===== config.mk =====
export PLATFORM = sky130hd
export DESIGN_NAME = i2c_bit_level_master_core
export DESIGN_NICKNAME = d
export VERILOG_FILES = /design/src/rtl/core/i2cbm_pkg.sv /design/src/rtl/core/i2cbm_front.sv /design/src/rtl/core/i2cbm_queue.sv /design/src/rtl/core/i2cbm_back.sv /design/src/rtl/core/i2c_bit_level_master_core.sv
export SDC_FILE = /design/constraint.sdc
export NUM_CORES = 1
export LEC_CHECK = 0
export BUFFER_PORTS_ARGS = -buffer_cell sky130_fd_sc_hd__buf_2
export CAP_MARGIN = 20
export CORE_MARGIN = 2
export CORE_UTILIZATION = 40
export CTS_CLUSTER_SIZE = 10
export DETAILED_ROUTE_END_ITERATION = 16
export GPL_TIMING_DRIVEN = 1
export SLEW_MARGIN = 15
export SYNTH_ARGS = -nofsm -noshare
export SYNTH_HDL_FRONTEND = slang
export SYNTH_SLANG_ARGS = --single-unit

===== constraint.sdc =====
create_clock -name clock -period 3.6 [get_ports clock]
set_input_delay 0.18 -clock clock [delete_from_list [all_inputs] [get_ports clock]]
set_output_delay 0.18 -clock clock [all_outputs]
set_load 0.01 [all_outputs]

===== src/rtl/core/i2cbm_pkg.sv =====
// shared types and constants for the i2c bit-level master core
// no dependencies

package i2cbm_pkg;

   typedef enum logic [2:0] {
      OP_START  = 3'd0,
      OP_STOP   = 3'd1,
      OP_WRITE  = 3'd2,
      OP_READ   = 3'd3,
      OP_ACK    = 3'd4,
      OP_NACK   = 3'd5,
      OP_GETACK = 3'd6
   } opcode_type;

   localparam logic [3:0] BITS_PER_BYTE = 4'd8;
   localparam logic [7:0] TIMEOUT_RESET = 8'd200;

   // one tick as it arrives on the request channel
   typedef struct packed {
      logic       cmd_valid;
      logic [2:0] opcode;
      logic [7:0] tx_byte;
      logic       sda_sample;
   } req_type;

   // one tick result
   typedef struct packed {
      logic       scl_level;
      logic       sda_level;
      logic       busy_res;
      logic       done_res;
      logic [7:0] rx_byte;
      logic       ack_ok;
   } rsp_type;

   // classified tick held in the queue
   typedef struct packed {
      logic       start;
      opcode_type op;
      logic [7:0] tx_byte;
      logic       sda_sample;
   } tick_type;

   typedef struct packed {
      logic full;
      logic empty;
   } queue_status_type;

endpackage


===== src/rtl/core/i2cbm_front.sv =====
// front end: classifies incoming ticks and pushes them into the queue
// depends on i2cbm_pkg

module i2cbm_front
   import i2cbm_pkg::*;
(
   input  logic             req_valid,
   input  req_type          req_data,
   input  queue_status_type q_status,
   output logic             req_stall,
   output logic             push,
   output tick_type         push_data
);

   logic op_known;

   // opcode seven is no command
   assign op_known  = req_data.opcode inside {[OP_START:OP_GETACK]};
   assign req_stall = q_status.full;
   assign push      = req_valid && !q_status.full;

   always_comb begin
      push_data.start      = req_data.cmd_valid && op_known;
      push_data.op         = opcode_type'(req_data.opcode);
      push_data.tx_byte    = req_data.tx_byte;
      push_data.sda_sample = req_data.sda_sample;
   end

endmodule


===== src/rtl/core/i2cbm_queue.sv =====
// small fifo of classified ticks between front and back
// depends on i2cbm_pkg

module i2cbm_queue
   import i2cbm_pkg::*;
#(
   parameter int DEPTH = 2
)(
   input  logic             clock,
   input  logic             reset,
   input  logic             push,
   input  tick_type         push_data,
   input  logic             pop,
   output tick_type         pop_data,
   output queue_status_type q_status
);

   localparam int PW = $clog2(DEPTH);
   localparam int CW = $clog2(DEPTH + 1);
   localparam logic [PW-1:0] LAST  = PW'(DEPTH - 1);
   localparam logic [CW-1:0] FULLC = CW'(DEPTH);

   tick_type      mem_ff [DEPTH];
   logic [PW-1:0] wr_ptr_ff, wr_ptr_in;
   logic [PW-1:0] rd_ptr_ff, rd_ptr_in;
   logic [CW-1:0] count_ff, count_in;

   assign q_status.full  = (count_ff == FULLC);
   assign q_status.empty = (count_ff == '0);
   assign pop_data       = mem_ff[rd_ptr_ff];

   always_comb begin
      wr_ptr_in = wr_ptr_ff;
      rd_ptr_in = rd_ptr_ff;
      count_in  = count_ff;
      if (push) begin
         wr_ptr_in = (wr_ptr_ff == LAST) ? '0 : wr_ptr_ff + 1'b1;
      end
      if (pop) begin
         rd_ptr_in = (rd_ptr_ff == LAST) ? '0 : rd_ptr_ff + 1'b1;
      end
      if (push && !pop) begin
         count_in = count_ff + 1'b1;
      end else if (pop && !push) begin
         count_in = count_ff - 1'b1;
      end
   end

   always_ff @(posedge clock) begin
      if (reset) begin
         wr_ptr_ff <= '0;
         rd_ptr_ff <= '0;
         count_ff  <= '0;
      end else begin
         wr_ptr_ff <= wr_ptr_in;
         rd_ptr_ff <= rd_ptr_in;
         count_ff  <= count_in;
      end
   end

   always_ff @(posedge clock) begin
      if (push) begin
         mem_ff[wr_ptr_ff] <= push_data;
      end
   end

endmodule


===== src/rtl/core/i2cbm_back.sv =====
// back end: bit sequencer, timeout register and result register
// depends on i2cbm_pkg

module i2cbm_back
   import i2cbm_pkg::*;
(
   input  logic             clock,
   input  logic             reset,
   input  tick_type         tick,
   input  queue_status_type q_status,
   output logic             pop,
   input  logic             csr_valid,
   input  logic [7:0]       csr_data,
   output logic             rsp_valid,
   input  logic             rsp_stall,
   output rsp_type          rsp_data
);

   localparam logic [2:0] P0 = 3'd0;
   localparam logic [2:0] P1 = 3'd1;
   localparam logic [2:0] P2 = 3'd2;
   localparam logic [2:0] P3 = 3'd3;
   localparam logic [2:0] P4 = 3'd4;
   localparam logic [2:0] P5 = 3'd5;
   localparam logic [2:0] P6 = 3'd6;

   logic [7:0] timeout_ff;
   opcode_type cmd_ff, cmd_in;
   logic [2:0] phase_ff, phase_in;
   logic [3:0] bit_ff, bit_in;
   logic [7:0] shift_ff, shift_in;
   logic [7:0] wait_ff, wait_in;
   logic       scl_ff, scl_in;
   logic       sda_ff, sda_in;
   logic       busy_ff, busy_in;
   logic       ack_ff, ack_in;
   logic [7:0] rx_ff, rx_in;
   logic       fin, busy_out;
   logic       rsp_valid_ff;
   rsp_type    rsp_data_ff;

   assign pop       = !q_status.empty && (!rsp_valid_ff || !rsp_stall);
   assign rsp_valid = rsp_valid_ff;
   assign rsp_data  = rsp_data_ff;

   always_comb begin
      cmd_in   = cmd_ff;
      phase_in = phase_ff;
      bit_in   = bit_ff;
      shift_in = shift_ff;
      wait_in  = wait_ff;
      scl_in   = scl_ff;
      sda_in   = sda_ff;
      busy_in  = busy_ff;
      ack_in   = ack_ff;
      rx_in    = rx_ff;
      fin      = 1'b0;
      busy_out = 1'b0;

      // a command starts only while idle, and its first tick runs at once
      if (!busy_ff && tick.start) begin
         busy_in  = 1'b1;
         cmd_in   = tick.op;
         phase_in = P0;
         bit_in   = '0;
         wait_in  = '0;
         shift_in = (tick.op == OP_WRITE) ? tick.tx_byte : 8'd0;
      end

      if (busy_in) begin
         busy_out = 1'b1;
         case (cmd_in)
            OP_START: begin
               if (phase_in == P0) begin
                  scl_in = 1'b1; sda_in = 1'b1; phase_in = P1;
               end else if (phase_in == P1) begin
                  sda_in = 1'b0; phase_in = P2;
               end else begin
                  scl_in = 1'b0; fin = 1'b1;
               end
            end
            OP_STOP: begin
               if (phase_in == P0) begin
                  sda_in = 1'b0; phase_in = P1;
               end else if (phase_in == P1) begin
                  scl_in = 1'b1; phase_in = P2;
               end else begin
                  sda_in = 1'b1; fin = 1'b1;
               end
            end
            OP_WRITE: begin
               if (phase_in == P0) begin
                  sda_in   = shift_in[7];
                  scl_in   = 1'b1;
                  phase_in = P1;
               end else begin
                  scl_in   = 1'b0;
                  shift_in = {shift_in[6:0], 1'b0};
                  bit_in   = bit_in + 4'd1;
                  if (bit_in >= BITS_PER_BYTE) fin = 1'b1;
                  else phase_in = P0;
               end
            end
            OP_READ: begin
               if (phase_in == P0) begin
                  sda_in   = 1'b1;
                  scl_in   = 1'b1;
                  shift_in = {shift_in[6:0], tick.sda_sample};
                  phase_in = P1;
               end else begin
                  scl_in = 1'b0;
                  bit_in = bit_in + 4'd1;
                  if (bit_in >= BITS_PER_BYTE) begin
                     rx_in = shift_in;
                     fin   = 1'b1;
                  end else begin
                     phase_in = P0;
                  end
               end
            end
            OP_ACK: begin
               if (phase_in == P0) begin
                  sda_in = 1'b0; phase_in = P1;
               end else if (phase_in == P1) begin
                  scl_in = 1'b1; phase_in = P2;
               end else if (phase_in == P2) begin
                  scl_in = 1'b0; phase_in = P3;
               end else begin
                  sda_in = 1'b1; fin = 1'b1;
               end
            end
            OP_NACK: begin
               if (phase_in == P0) begin
                  sda_in = 1'b1; phase_in = P1;
               end else if (phase_in == P1) begin
                  scl_in = 1'b1; phase_in = P2;
               end else begin
                  scl_in = 1'b0; fin = 1'b1;
               end
            end
            OP_GETACK: begin
               case (phase_in)
                  P0: begin sda_in = 1'b1; phase_in = P1; end
                  P1: begin scl_in = 1'b1; phase_in = P2; end
                  P2: begin
                     // wait for the slave to pull sda low
                     if (!tick.sda_sample) phase_in = P3;
                     else if (wait_in >= timeout_ff) phase_in = P4;
                     else wait_in = wait_in + 8'd1;
                  end
                  P3: begin scl_in = 1'b0; ack_in = 1'b1; fin = 1'b1; end
                  // timeout: stop sequence
                  P4: begin sda_in = 1'b0; phase_in = P5; end
                  P5: begin scl_in = 1'b1; phase_in = P6; end
                  default: begin sda_in = 1'b1; ack_in = 1'b0; fin = 1'b1; end
               endcase
            end
            default: begin
               fin = 1'b0;
            end
         endcase
         if (fin) begin
            busy_in  = 1'b0;
            phase_in = P0;
         end
      end
   end

   always_ff @(posedge clock) begin
      if (reset) begin
         timeout_ff   <= TIMEOUT_RESET;
         cmd_ff       <= OP_START;
         phase_ff     <= P0;
         bit_ff       <= '0;
         shift_ff     <= '0;
         wait_ff      <= '0;
         scl_ff       <= 1'b1;
         sda_ff       <= 1'b1;
         busy_ff      <= 1'b0;
         ack_ff       <= 1'b0;
         rx_ff        <= '0;
         rsp_valid_ff <= 1'b0;
      end else begin
         if (csr_valid) begin
            timeout_ff <= csr_data;
         end
         if (pop) begin
            cmd_ff   <= cmd_in;
            phase_ff <= phase_in;
            bit_ff   <= bit_in;
            shift_ff <= shift_in;
            wait_ff  <= wait_in;
            scl_ff   <= scl_in;
            sda_ff   <= sda_in;
            busy_ff  <= busy_in;
            ack_ff   <= ack_in;
            rx_ff    <= rx_in;
         end
         if (pop) begin
            rsp_valid_ff <= 1'b1;
         end else if (!rsp_stall) begin
            rsp_valid_ff <= 1'b0;
         end
      end
   end

   always_ff @(posedge clock) begin
      if (pop) begin
         rsp_data_ff.scl_level <= scl_in;
         rsp_data_ff.sda_level <= sda_in;
         rsp_data_ff.busy_res  <= busy_out;
         rsp_data_ff.done_res  <= fin;
         rsp_data_ff.rx_byte   <= rx_in;
         rsp_data_ff.ack_ok    <= ack_in;
      end
   end

endmodule


===== src/rtl/core/i2c_bit_level_master_core.sv =====
// top level of the tick-driven i2c bit-level master
// depends on i2cbm_pkg, i2cbm_front, i2cbm_queue, i2cbm_back

// usage:
//   every request item is one delay period (tick) of the bus; it may carry a
//   command (start, stop, write byte, read byte, ack, nack, get ack) and always
//   carries the sampled sda level. every request item gives exactly one
//   response item with the scl/sda drive levels for that period, busy, a done
//   pulse, the last received byte and the last ack status.
//   commands that arrive while a sequence runs are dropped.
// channels:
//   req_valid/req_stall/req_data in, rsp_valid/rsp_stall/rsp_data out;
//   an item moves when valid is high and stall is low.
//   csr_valid/csr_ready/csr_data writes ack_timeout; csr_ready is always high.
// throughput:
//   one item per cycle sustained while rsp_stall is low; a response passes through
//   the queue and then the result register. the sequencer state update is the
//   loop that sets this rate.
// reset:
//   synchronous; queue empty, drives released high, ack_timeout back to 200.
// stall:
//   a stalled response holds; the queue keeps taking ticks until full, then
//   req_stall rises.

module i2c_bit_level_master_core
   import i2cbm_pkg::*;
#(
   parameter int QUEUE_DEPTH = 2
)(
   input  logic       clock,
   input  logic       reset,
   input  logic       req_valid,
   output logic       req_stall,
   input  req_type    req_data,
   output logic       rsp_valid,
   input  logic       rsp_stall,
   output rsp_type    rsp_data,
   input  logic       csr_valid,
   output logic       csr_ready,
   input  logic [7:0] csr_data
);

   queue_status_type q_status;
   logic             push;
   logic             pop;
   tick_type         push_data;
   tick_type         pop_data;

   // the timeout register is always writable
   assign csr_ready = 1'b1;

   // front: classify and enqueue
   i2cbm_front u_front (
      .req_valid (req_valid),
      .req_data  (req_data),
      .q_status  (q_status),
      .req_stall (req_stall),
      .push      (push),
      .push_data (push_data)
   );

   // decoupling queue
   i2cbm_queue #(
      .DEPTH (QUEUE_DEPTH)
   ) u_queue (
      .clock     (clock),
      .reset     (reset),
      .push      (push),
      .push_data (push_data),
      .pop       (pop),
      .pop_data  (pop_data),
      .q_status  (q_status)
   );

   // back: sequencer and result register
   i2cbm_back u_back (
      .clock     (clock),
      .reset     (reset),
      .tick      (pop_data),
      .q_status  (q_status),
      .pop       (pop),
      .csr_valid (csr_valid && csr_ready),
      .csr_data  (csr_data),
      .rsp_valid (rsp_valid),
      .rsp_stall (rsp_stall),
      .rsp_data  (rsp_data)
   );

   // a done pulse only ends a running sequence
   a_done_busy: assert property (@(posedge clock) disable iff (reset)
      rsp_valid && rsp_data.done_res |-> rsp_data.busy_res)
      else $error("done without busy");

   // a stalled front means the queue holds ticks
   a_stall_nonempty: assert property (@(posedge clock) disable iff (reset)
      req_stall |-> !q_status.empty)
      else $error("request stalled with empty queue");

   // a new response only comes from a tick taken from the queue
   a_rsp_from_queue: assert property (@(posedge clock) disable iff (reset)
      $rose(rsp_valid) |-> $past(!q_status.empty))
      else $error("response without queued tick");

endmodule


* Yosys cells after proc, flatten, opt, wreduce, memory -nomap -nowiden *
Memories as Yosys holds them, arrays and structs flattened. A register that Yosys moved wholly into a read port is not among the register bits.
Cells that the tools add are included.

word-level totals
  flip-flop bits (word level) = 64
  bits in writable memories = 26
  bits of input ports = 26
  output and inout bits = 16
  word-level logic and storage cells = 158
  memories = 1

memory list
  memory          words  width  read ports  clocked after memory_dff  write ports  line               text
  u_queue.mem_ff  2      13     1           1                         1            i2cbm_queue.sv:23  tick_type mem_ff [DEPTH];

operators by class
  $add $sub $neg = 6
  magnitude comparators = 4
  eq/ne operators = 14
  muxes and demuxes = 87
  reductions and logical operators = 25

operator list
  operator                                                         count
  8-bit two-way mux                                                15
  1-bit two-way mux                                                44
  3-bit two-way mux                                                13
  4-bit two-way mux                                                4
  8-bit case mux with 2 select lines                               1
  3-bit by 2-bit == test with 1-bit output, second input constant  5
  3-bit == test, second input constant                             5
  3-bit case mux with 5 select lines                               1
  1-bit case mux with 6 select lines                               2
  3-bit case mux with 4 select lines                               1
  8-bit by 1-bit adder with 8-bit output, second input constant    1
  8-bit greater-or-equal comparator                                1
  1-bit logical AND                                                7
  1-bit logical NOT                                                7
  3-bit by 1-bit == test with 1-bit output, second input constant  2
  3-bit logical NOT                                                2
  1-bit case mux with 2 select lines                               3
  2-bit OR reduction                                               3
  5-bit OR reduction                                               1
  4-bit by 1-bit adder with 4-bit output, second input constant    1
  4-bit greater-or-equal comparator, second input constant         1
  2-bit two-way mux                                                2
  1-bit case mux with 4 select lines                               1
  4-bit OR reduction                                               1
  other kinds (11)                                                 12

* Depth between registers and ports, before layout *
Gate-level depths: netlist (run 1).

  depth in word-level cells = 11
  depth in mapped cells = 13
  mapped depth without buffers = 11

* Cells and area by module *
From an unflattened synthesis (run 1), not the netlist that was laid out.

unflattened totals
  cells, all modules = 511
  area, all modules = 4972.3 µm²

modules (own cells, without submodules)
  module                     times used  cells an instance  area an instance (µm²)  seq. area each (µm²)
  i2cbm_back                 1           431                3707.3                  1331.3
  i2cbm_queue                1           62                 1139.8                  880.8
  i2cbm_front                1           16                 113.9                   0.0
  i2c_bit_level_master_core  1           2                  11.3                    0.0

* Least setup slack after synthesis (run 1) *
OpenSTA, ideal clock, no wires.

  path type = register -> register
  start point = reg with a tool-made name
  end point = reg u_back.wait_ff[7]
  library setup time = 0.121 ns
  data arrival time = 2.986 ns
  data required time = 3.479 ns
  slack = 0.493 ns
  cell stages (with the launch flop) = 13
  buffers on the path = 2
  clock period less this slack = 3.107 ns
  cells stage by stage = dfxtp_1 > buf_6 > mux2_4 > nand2_1 > clkbuf_1 > nand2_1 > ha_1 > nand2b_1 > a21oi_1 > a211oi_1 > or2_0 > nor4_1 > mux2_2

RTL lines
  what                  line               text
  to (signal assigned)  i2cbm_back.sv:192  wait_ff <= wait_in;
  to (decl)             i2cbm_back.sv:32   logic [7:0] wait_ff, wait_in;

==> results of run 1 <==
==> where the power goes <==
| part | internal (mW) | total [mW] | switching, mW |
|---|---|---|---|
| logic | 0.497 | 1.38 | 0.888 |
| clock network | 0.565 | 0.975 | 0.410 |
| registers | 1.29 | 1.46 | 0.169 |
| total | 2.35 | 3.82 | 1.47 |
==> layout by cell type (no fill, tap or decap), types with 5 or more instances in the layout <==
master	n
mux2_2	8
a31o_2	5
nand3_1	12
o311ai_0	5
buf_4	13
a21oi_1	28
a2bb2oi_1	7
clkbuf_16	9
nor4_1	5
a31oi_1	6
nor3_1	10
nor2b_1	6
nor2_1	63
o211ai_1	7
nand2_1	45
o21ai_0	30
inv_1	19
dfxtp_1	52
mux2i_1	18
buf_2	40
edfxtp_1	39
or3_1	6
xor2_1	8
ha_1	10
a211oi_1	7
and2_1	8
==> flip-flops by register name, indices dropped and copies added, names as in the netlist, named ones only <==
| signal | flops |
|---|---|
| u_back.bit_ff | 4 |
| u_back.rsp_data | 13 |
| u_back.busy_ff | 1 |
| u_back.shift_ff | 8 |
| u_queue.rd_ptr_ff | 1 |
| u_back.phase_ff | 3 |
| u_queue.mem_ff | 26 |
| u_back.wait_ff | 8 |
| u_back.timeout_ff | 8 |
| u_back.ack_ff | 1 |
| u_back.cmd_ff | 3 |
| u_queue.wr_ptr_ff | 1 |
| u_back.sda_ff | 1 |
| u_back.rsp_valid | 1 |
| u_back.scl_ff | 1 |
| u_queue.count_ff | 2 |
| u_back.rx_ff | 8 |
==> cell type report <==
class	count	area, sq um	share of cell area (%)
flip-flops and latches	91	2210	40.2
clock buffers	10	239	4.34
well taps	147	184	3.34
multi-input cells	379	2420	44.0
repair buffers	53	298	5.41
clock inverters	6	72.6	1.32
inverters	21	78.8	1.43
==> cells by family (layout without fill, tap and decap cells) <==
kind of cell,count (synthesis),in the layout
flops,91,91
other cells,1,1
xor+xnor,10,10
mux,28,28
fa+ha+maj,10,10
compound gates,138,138
simple gates,192,192
buf+inv,49,90
==> path summary, 6_finish.rpt <==
check                                                     from                        endpoint  slack [ns]  depth (start not counted)
worst max-delay path                                      flop  u_back.wait_ff[7]$_SDFFE_PP0P_        0.45                          9
worst min-delay path                               req_data[4]  u_queue.mem_ff[0][4]$_DFFE_PP_        0.02                          1
worst max register to register                            flop  u_back.wait_ff[7]$_SDFFE_PP0P_        0.45                          9
worst min register to register  u_back.wait_ff[1]$_SDFFE_PP0P_  u_back.wait_ff[1]$_SDFFE_PP0P_        0.49                          2
==> stage by stage <==
stage,setup WS [ns],instance area [sq um],std cells,utilization (%)
after floorplan,0.493,4830,519,-
final,0.451,5500,707,46.2
after global routing,0.320,5500,707,46.2
after detailed placement,0.530,5180,690,43.5
after CTS,0.511,5500,706,46.1
after global placement,0.715,5180,690,43.5
==> metal layers <==
| layer | GRT usage [%] | up-vias |
|---|---|---|
| met5 | 0 | - |
| met3 | 4.09 | 17 |
| met2 | 28.9 | 110 |
| met4 | 7.72 | 0 |
| met1 | 26.5 | 1938 |
| li1 | - | 1994 |
==> results.yml, run 1 <==
run_status:
  outcome: "complete, no violations"
cells_and_area:
  layout-drive-gt1-share_pct: 16.1
  num_antenna_cells: 0
  n_fill_cell: 1151
  syn_to_final_growth_pct: 14.0
  fin_nets: 591
synth:
  synth.most_common_cell: "nor2_1"
  synth_xor_area_share_pct: 1.81
  synthSimpleGateAreaFrac_pct: 20.0
  synth_compound_area_share_pct: 19.4
  netlist.area_leader.share_pct: 24.3
  yosysUniqueCellTypes: 74
  synthTopCellsByArea: "edfxtp_1, dfxtp_1, nor2_1"
  synth_top_area_cell: "edfxtp_1"
  synth.mux.area_fraction_pct: 6.19
  synth_common_cells: "nor2_1, dfxtp_1, nand2_1"
  syn_area_sq_um: 4830
  ys_async_sr_fraction_pct: 0
  synth_top_family_by_area: "simple AND/OR/NAND/NOR gates"
  synth_fp_nets: 555
  yosys.area_share.adder_pct: 2.59
  synth_flop_cell: "dfxtp_1"
  syn_area_per_cell_sq_um: 9.30
  netlist_instances: 519
  synth_seq_cells: 91
  synth_edf_count: 39
  yosys_warnings: 0
  yosysSeqAreaShare_pct: 45.8
detailed_routing:
  wirelength_um: 11900
  drt_pre_antenna_iters: 5
  vias: 4059
  wl_met2_um: 5320
  drc: 0
  ant_nets: 0
  viasPerCell: 5.74
  dr_wl_met3_um: 639
  met1Wirelength_um: 5680
  wire_per_inst_um: 16.8
  drt_iter0_drc: 233
  maxUsedRoutingLayer: "met4"
grt:
  grt_overflow: 0
  grt_usage_pct: 19.0
  grt_antenna_before_repair: 0
  grt_pass1_wl_um: 19400
  grt_max_degree: 41
  grt_pass1_vias: 3821
clock_tree:
  cts_root_buffer: "clkbuf_16"
  cts_tree: "yes"
  cts_hold_buffers: 0
  clock_latency_ns: 0.34
  path_clk_slew_ns: 0.07
  cts_buffer_depth: 2
  post_cts.repair.setup_buffers: 0
  cts_resized: 0
  clock-sinks: 91
  cts_max_level: 3
  cts_made_buffers: 9
critical_path:
  path_common_cell: "nor2_1"
  worstPathBufferInverterCount: 0
  end_kind: "flop"
  path_cells: "mux2i_2 > nor2_1 > nor2_1 > ha_1 > a21oi_1 > o21ai_0 > or3_1 > nor4_1 > mux2_2"
  cp_max_fo: 9
  critPathMaxStageDelay_ns: 0.51
  critPathTopFamily: "simple AND/OR/NAND/NOR gates"
  crit_type: "flop to flop"
  critPathRequiredTime_ns: 3.83
  cp_slowest_cell: "mux2i_2"
  start_kind: "flop"
  cp_data_arrival_time_ns: 3.38
floorplanning:
  io_pins: 42
  die_y_um: 114
  start_util_pct: 40.5
  core_sq_um: 11900
  dieWidth_um: 114
  die_area_sq_um: 13000
  row_count: 40
placed_design:
  place.gp.congestion: 0.950
  port_buffers: 40
  dp_hpwl_um: 8490
timing:
  period_needed_ns: 3.15
  skew_ns: 0.00572
  finalSetupViolCount: 0
  tns_ns: 0
  worst-slew-pin-transition_ns: 0.837
  finalCritPeriodShare_pct: 87.5
  slew_viol_final: 0
  hold_viol: 0
  whs_ns: 0.0202
  slew_headroom_pct: 43.4
  fmax_ghz: 0.318
  rsz0062_at_grt: "no"
pwr:
  powerDensity_nw_per_um2: 693
  ir_drop_uv: 314
  report.power.total_mw: 3.82
  power.leakage_nw: 2.11
min_path:
  min_path_type: "input port to flop"
flow_run:
  cap_viol_max_count: 0
(Power assumes the default switching activity.)
==> run 2: changes to the inputs <==
ABC_AREA = 1   (was not set)
clock period = 2.7 ns   (was 3.6 ns; I/O delays follow)
==> results.yml, run 2 <==
cells_and_area:
  multi_input_area_sq_um: 2210
  n_fill_cell: 1206
  num_antenna_cells: 0
  post-route-cell-area_sq_um: 5730
  largest-register: "u_queue.mem_ff"
  largest_reg_flops: 26
  instances_no_fill: 859
  seq_area_sq_um: 2210
  mostFrequentLayoutCell: "nand2_1"
  final_cell_mix: "nand2_1, inv_1, nor2_1"
  layout-drive-gt1-share_pct: 15.6
  fin_nets: 743
  syn_to_final_growth_pct: 18.2
pwr:
  power.share.clock_pct: 20.7
  ir_drop_uv: 445
  p_seq_share_pct: 33.1
  p_comb_share_pct: 46.2
  switching_power_mw: 2.65
  power.leakage_nw: 2.57
  p_int_mw: 3.55
  switching_share_pct: 42.8
  powerDensity_nw_per_um2: 1080
critical_path:
  regToRegSetupSlack_ns: 0.25
  cp_data_arrival_time_ns: 2.70
  end_kind: "flop"
  reg2reg_to: "u_back.rx_ff[4]$_SDFFE_PP0P_"
  critPathRequiredTime_ns: 2.95
  reg2reg_depth: 14
  start_kind: "flop"
  cp_max_fo: 16
  crit_type: "flop to flop"
synth:
  netlist_instances: 647
  synth_seq_cells: 91
  synth_edf_count: 39
  synth_flop_cell: "dfxtp_1"
  synth_top_area_cell: "edfxtp_1"
  yosysUniqueCellTypes: 42
  syn_area_per_cell_sq_um: 7.50
  yosysSeqAreaShare_pct: 45.6
  netlist.area_leader.share_pct: 24.1
  synth_fp_nets: 683
  syn_area_sq_um: 4850
  ys_async_sr_fraction_pct: 0
  synthTopCellsByArea: "edfxtp_1, dfxtp_1, nand2_1"
  yosys_warnings: 0
  synth.most_common_cell: "nand2_1"
  synth_common_cells: "nand2_1, inv_1, nor2_1"
placed_design:
  place.gp.congestion: 0.916
  dp_hpwl_um: 7850
  placed_area_sq_um: 5260
  place_inst: 828
  port_buffers: 40
clock_tree:
  clock_latency_ns: 0.35
  cts_root_buffer: "clkbuf_16"
  path_clk_slew_ns: 0.07
  cts_made_buffers: 9
  clock-sinks: 91
  cts_tree: "yes"
  cts_buffer_depth: 2
  cts_max_level: 3
detailed_routing:
  vias: 4313
  ant_nets: 0
  drt_pre_antenna_iters: 5
  drc: 0
  wirelength_um: 11100
  drt_iter0_drc: 294
  viasPerCell: 5.02
  wire_per_inst_um: 12.9
timing:
  worst-slew-pin-transition_ns: 0.680
  finalCritPeriodShare_pct: 90.6
  slew_viol_final: 0
  hold_viol: 0
  skew_ns: 0.00826
  finalSetupViolCount: 0
  period_needed_ns: 2.45
  whs_ns: 0.0182
  fmax_ghz: 0.409
  slew_headroom_pct: 54.6
run_status:
  outcome: "complete, no violations"
min_path:
  min_from: "csr_data[6]"
  min_path_type: "input port to flop"
  holdPathEnd: "u_back.timeout_ff[6]$_SDFFE_PP1P_"
  whs_path_depth: 3
floorplanning:
  die_y_um: 114
  core_sq_um: 11900
  start_util_pct: 40.7
  row_count: 40
  io_pins: 42
  die_area_sq_um: 13000
  dieWidth_um: 114
flow_run:
  cap_viol_max_count: 0
grt:
  grt_usage_pct: 18.0
  grt_pass1_vias: 4001
  grt_max_degree: 37
  grt_pass1_wl_um: 18700
  grt_overflow: 0
  grt_antenna_before_repair: 0
run 2: layer usage:
layer | vias up | GRT usage [%] | part of all wire (%)
met2 | 86 | 28.3 | 45
li1 | 2228 | - | -
met1 | 1988 | 24.6 | 50
met4 | 0 | 7.56 | 1.7
met3 | 11 | 2.96 | 3.6
met5 | - | 0 | 0
run 2: worst max-delay path, cell delays in order (launching register included):
cell	delay, ns
dfxtp_2	0.36
inv_4	0.06
nand2_2	0.09
nand2_2	0.08
nor2_4	0.21
buf_4	0.21
o21ai_2	0.09
nor2_4	0.11
nand2_2	0.21
nor2_4	0.25
nand3_4	0.23
nor2_1	0.21
a21oi_2	0.05
o21ai_1	0.12
inv_1	0.05
run 2: worst max-delay path by stage:
stage,from,endpoint,slack [ns],cells after the start
global route,flop,u_back.wait_ff[3]$_SDFFE_PP0P_,-0.005,24
CTS,flop,u_back.rx_ff[4]$_SDFFE_PP0P_,0.07,14
floorplan,flop,u_back.wait_ff[2]$_SDFFE_PP0P_,0.17,24
global placement,flop,u_back.wait_ff[2]$_SDFFE_PP0P_,0.25,23
finish,flop,u_back.rx_ff[4]$_SDFFE_PP0P_,0.25,14
detailed placement,flop,u_back.rx_ff[4]$_SDFFE_PP0P_,0.09,14
run 2: through the flow:
step | utilization, % | total power [mW] | setup slack (ns) | setup TNS [ns]
finish | 48.1 | 6.20 | 0.254 | 0
global route | 48.1 | 6.71 | -0.00546 | -0.00546
CTS | 47.7 | 6.19 | 0.0685 | 0
detailed placement | 44.1 | 4.88 | 0.0918 | 0
global placement | 44.1 | 4.81 | 0.252 | 0
floorplan | - | 4.10 | 0.171 | 0
run 2: timing repair:
item                                    4_1_cts  5_1_grt
setup buffers                                 0        2
endpoints found under the hold margin        25        0
gates resized for setup                       0        9
hold buffers                                 13        0
endpoints found under the setup margin        0       23
run 2: final cells by class:
type | count | area share (%)
multi-input cells | 438 | 38.5
clock inverters | 7 | 1.31
clock buffers | 9 | 3.93
inverters | 97 | 6.40
repair buffers | 70 | 7.99
well taps | 147 | 3.21
flip-flops and latches | 91 | 38.6
run 2: logic make-up (layout without fill, tap and decap cells):
group                    count (synthesis)  after routing  synth area share, %
other                                    1              1               0.0773
XOR/XNOR                                 2              2                0.361
flip-flops                              91             91                 45.6
multiplexers                             3              3                0.619
buffers and inverters                  118            183                 9.44
AND/OR/NAND/NOR                        285            285                 25.3
AO/OA/AOI/OAI                          137            137                 16.0
adder cells (fa/ha/maj)                 10             10                 2.58
run 2: power groups by stage:
stage          combinational (mW)  clock (mW)  sequential (mW)
2_1_floorplan                1.99           0             2.11
3_3_place_gp                 2.75           0             2.07
3_5_place_dp                 2.80           0             2.08
4_1_cts                      2.83        1.31             2.05
5_1_grt                      3.26        1.37             2.09
6_report                     2.87        1.28             2.05
==> run 3: changes to the inputs <==
CORE_MARGIN = 8   (was 2)
CTS_BUF_LIST = sky130_fd_sc_hd__clkbuf_16   (was not set)
SLEW_MARGIN = not set   (was 15)
==> results.yml, run 3 (same netlist as run 2, synthesis figures left out) <==
placed_design:
  place_ws_ns: 0.126
  port_buffers: 40
  placed_area_sq_um: 5240
  place.gp.congestion: 0.887
  dp_hpwl_um: 8160
cells_and_area:
  mostFrequentLayoutCell: "nand2_1"
  post-route-cell-area_sq_um: 5730
  num_antenna_cells: 0
  seq_area_sq_um: 2210
  final_cell_mix: "nand2_1, inv_1, nor2_1"
  n_fill_cell: 1166
  layout-drive-gt1-share_pct: 14.8
  final_core_util_pct: 48.1
  fin_nets: 741
  largest-register: "u_queue.mem_ff"
  syn_to_final_growth_pct: 18.1
  largest_reg_flops: 26
  multi_input_area_sq_um: 2200
grt:
  grt_antenna_before_repair: 0
  grt_max_degree: 37
  grt_overflow: 0
  grt-busiest-layer: "met2"
  grt_usage_pct: 14.8
  use_met3_pct: 2.83
  grt_pass1_vias: 4139
  use_met2_pct: 23.4
  use_met1_pct: 18.9
  grt_pass1_wl_um: 19300
clock_tree:
  clock_latency_ns: 0.35
  cts_buffer_depth: 2
  cts_max_level: 3
  post_cts.repair.setup_buffers: 0
  path_clk_slew_ns: 0.06
  cts_tree: "yes"
  cts_made_buffers: 9
  clock-sinks: 91
  cts_root_buffer: "clkbuf_16"
floorplanning:
  row_count: 40
  io_pins: 42
  dieWidth_um: 126
  start_util_pct: 40.7
  die_area_sq_um: 15900
  core_sq_um: 11900
  die_y_um: 126
detailed_routing:
  drc: 0
  wire_per_inst_um: 13.2
  ant_nets: 0
  drt_iter0_drc: 342
  drt_pre_antenna_iters: 5
  viasPerCell: 5.01
  wirelength_um: 11400
  vias: 4292
timing:
  period_needed_ns: 2.44
  worst-slew-pin-transition_ns: 0.782
  slew_headroom_pct: 47.8
  finalSetupViolCount: 0
  fmax_ghz: 0.410
  skew_ns: 0.00659
  finalCritPeriodShare_pct: 90.2
  hold_viol: 0
  rsz0062_at_grt: "yes"
  final.setup.worst_slack_ns: 0.263
  slew_viol_final: 0
pwr:
  powerDensity_nw_per_um2: 1090
  power.leakage_nw: 2.56
  ir_drop_uv: 484
critical_path:
  reg2reg_to: "u_back.rx_ff[0]$_SDFFE_PP0P_"
  reg2reg_depth: 14
  critPathRequiredTime_ns: 2.95
  cp_max_fo: 16
  end_kind: "flop"
  start_kind: "flop"
  cp_data_arrival_time_ns: 2.68
  crit_type: "flop to flop"
  regToRegSetupSlack_ns: 0.26
flow_run:
  cap_viol_max_count: 0
run_status:
  outcome: "complete, no violations"
min_path:
  whs_path_depth: 3
  min_path_type: "input port to flop"
  holdPathEnd: "u_back.timeout_ff[6]$_SDFFE_PP1P_"
  min_from: "csr_data[6]"
==> run 3: changes by cell type in the layout (fill, tap and decap cells not counted), sizes merged <==
cell and change:
buf -4, bufinv +1, clkinv -2, clkinvlp +1, dlygate4sd3 +2
==> run 3: metrics by stage <==
stage / total power, mW / instances / hold slack, ns / TNS (ns)
2_1_floorplan: 4.10 / 647 / 0.234 / 0
3_3_place_gp: 4.83 / 826 / 0.324 / 0
3_5_place_dp: 4.88 / 826 / 0.328 / 0
4_1_cts: 6.26 / 857 / 0.00970 / 0
5_1_grt: 6.73 / 857 / 0.0290 / -0.0101
6_report: 6.23 / 857 / 0.0208 / 0
==> run 3: what timing repair did <==
action	CTS	global route
resized for setup	0	6
hold buffers	15	0
endpoints found under the hold margin	27	0
endpoints found under the setup margin	0	22
==> run 3: worst max-delay path by stage <==
stage                                                end  start  cells past startpoint
after global placement    u_back.wait_ff[2]$_SDFFE_PP0P_   flop                     23
after CTS                   u_back.rx_ff[4]$_SDFFE_PP0P_   flop                     14
after floorplan           u_back.wait_ff[2]$_SDFFE_PP0P_   flop                     24
final                       u_back.rx_ff[0]$_SDFFE_PP0P_   flop                     14
after detailed placement    u_back.rx_ff[4]$_SDFFE_PP0P_   flop                     14
after global routing        u_back.rx_ff[3]$_SDFFE_PP0P_   flop                     14
==> run 3: layout make-up <==
| class | count | share of cell area [%] |
|---|---|---|
| clock buffers | 9 | 3.93 |
| multi-input cells | 438 | 38.4 |
| well taps | 147 | 3.21 |
| flip-flops and latches | 91 | 38.6 |
| clock inverters | 7 | 1.62 |
| inverters | 97 | 6.40 |
| repair buffers | 68 | 7.82 |
==> run 3: layer usage <==
layer  vias up  routed length [um]
met5         -                   0
met4         0                 272
met3        18                 536
met2       100                5110
met1      1952                5440
li1       2222                   -
==> run 3: worst max-delay path, cell delays in order (launching register included) <==
cell	delay (ns)
dfxtp_1	0.39
inv_4	0.08
nand2_2	0.10
nand2_2	0.08
nor2_4	0.18
buf_4	0.22
o21ai_2	0.10
nor2_4	0.11
nand2_2	0.19
nor2_4	0.24
nand3_4	0.23
nor2_1	0.20
a21oi_2	0.06
o21ai_1	0.12
inv_1	0.04
==> run 3: report_power, final <==
| group | leakage (nW) | switching (mW) | internal (mW) |
|---|---|---|---|
| Combinational | 1.61 | 1.92 | 0.908 |
| Sequential | 0.796 | 0.167 | 1.89 |
| Clock | 0.155 | 0.536 | 0.809 |
| Total | 2.56 | 2.63 | 3.60 |
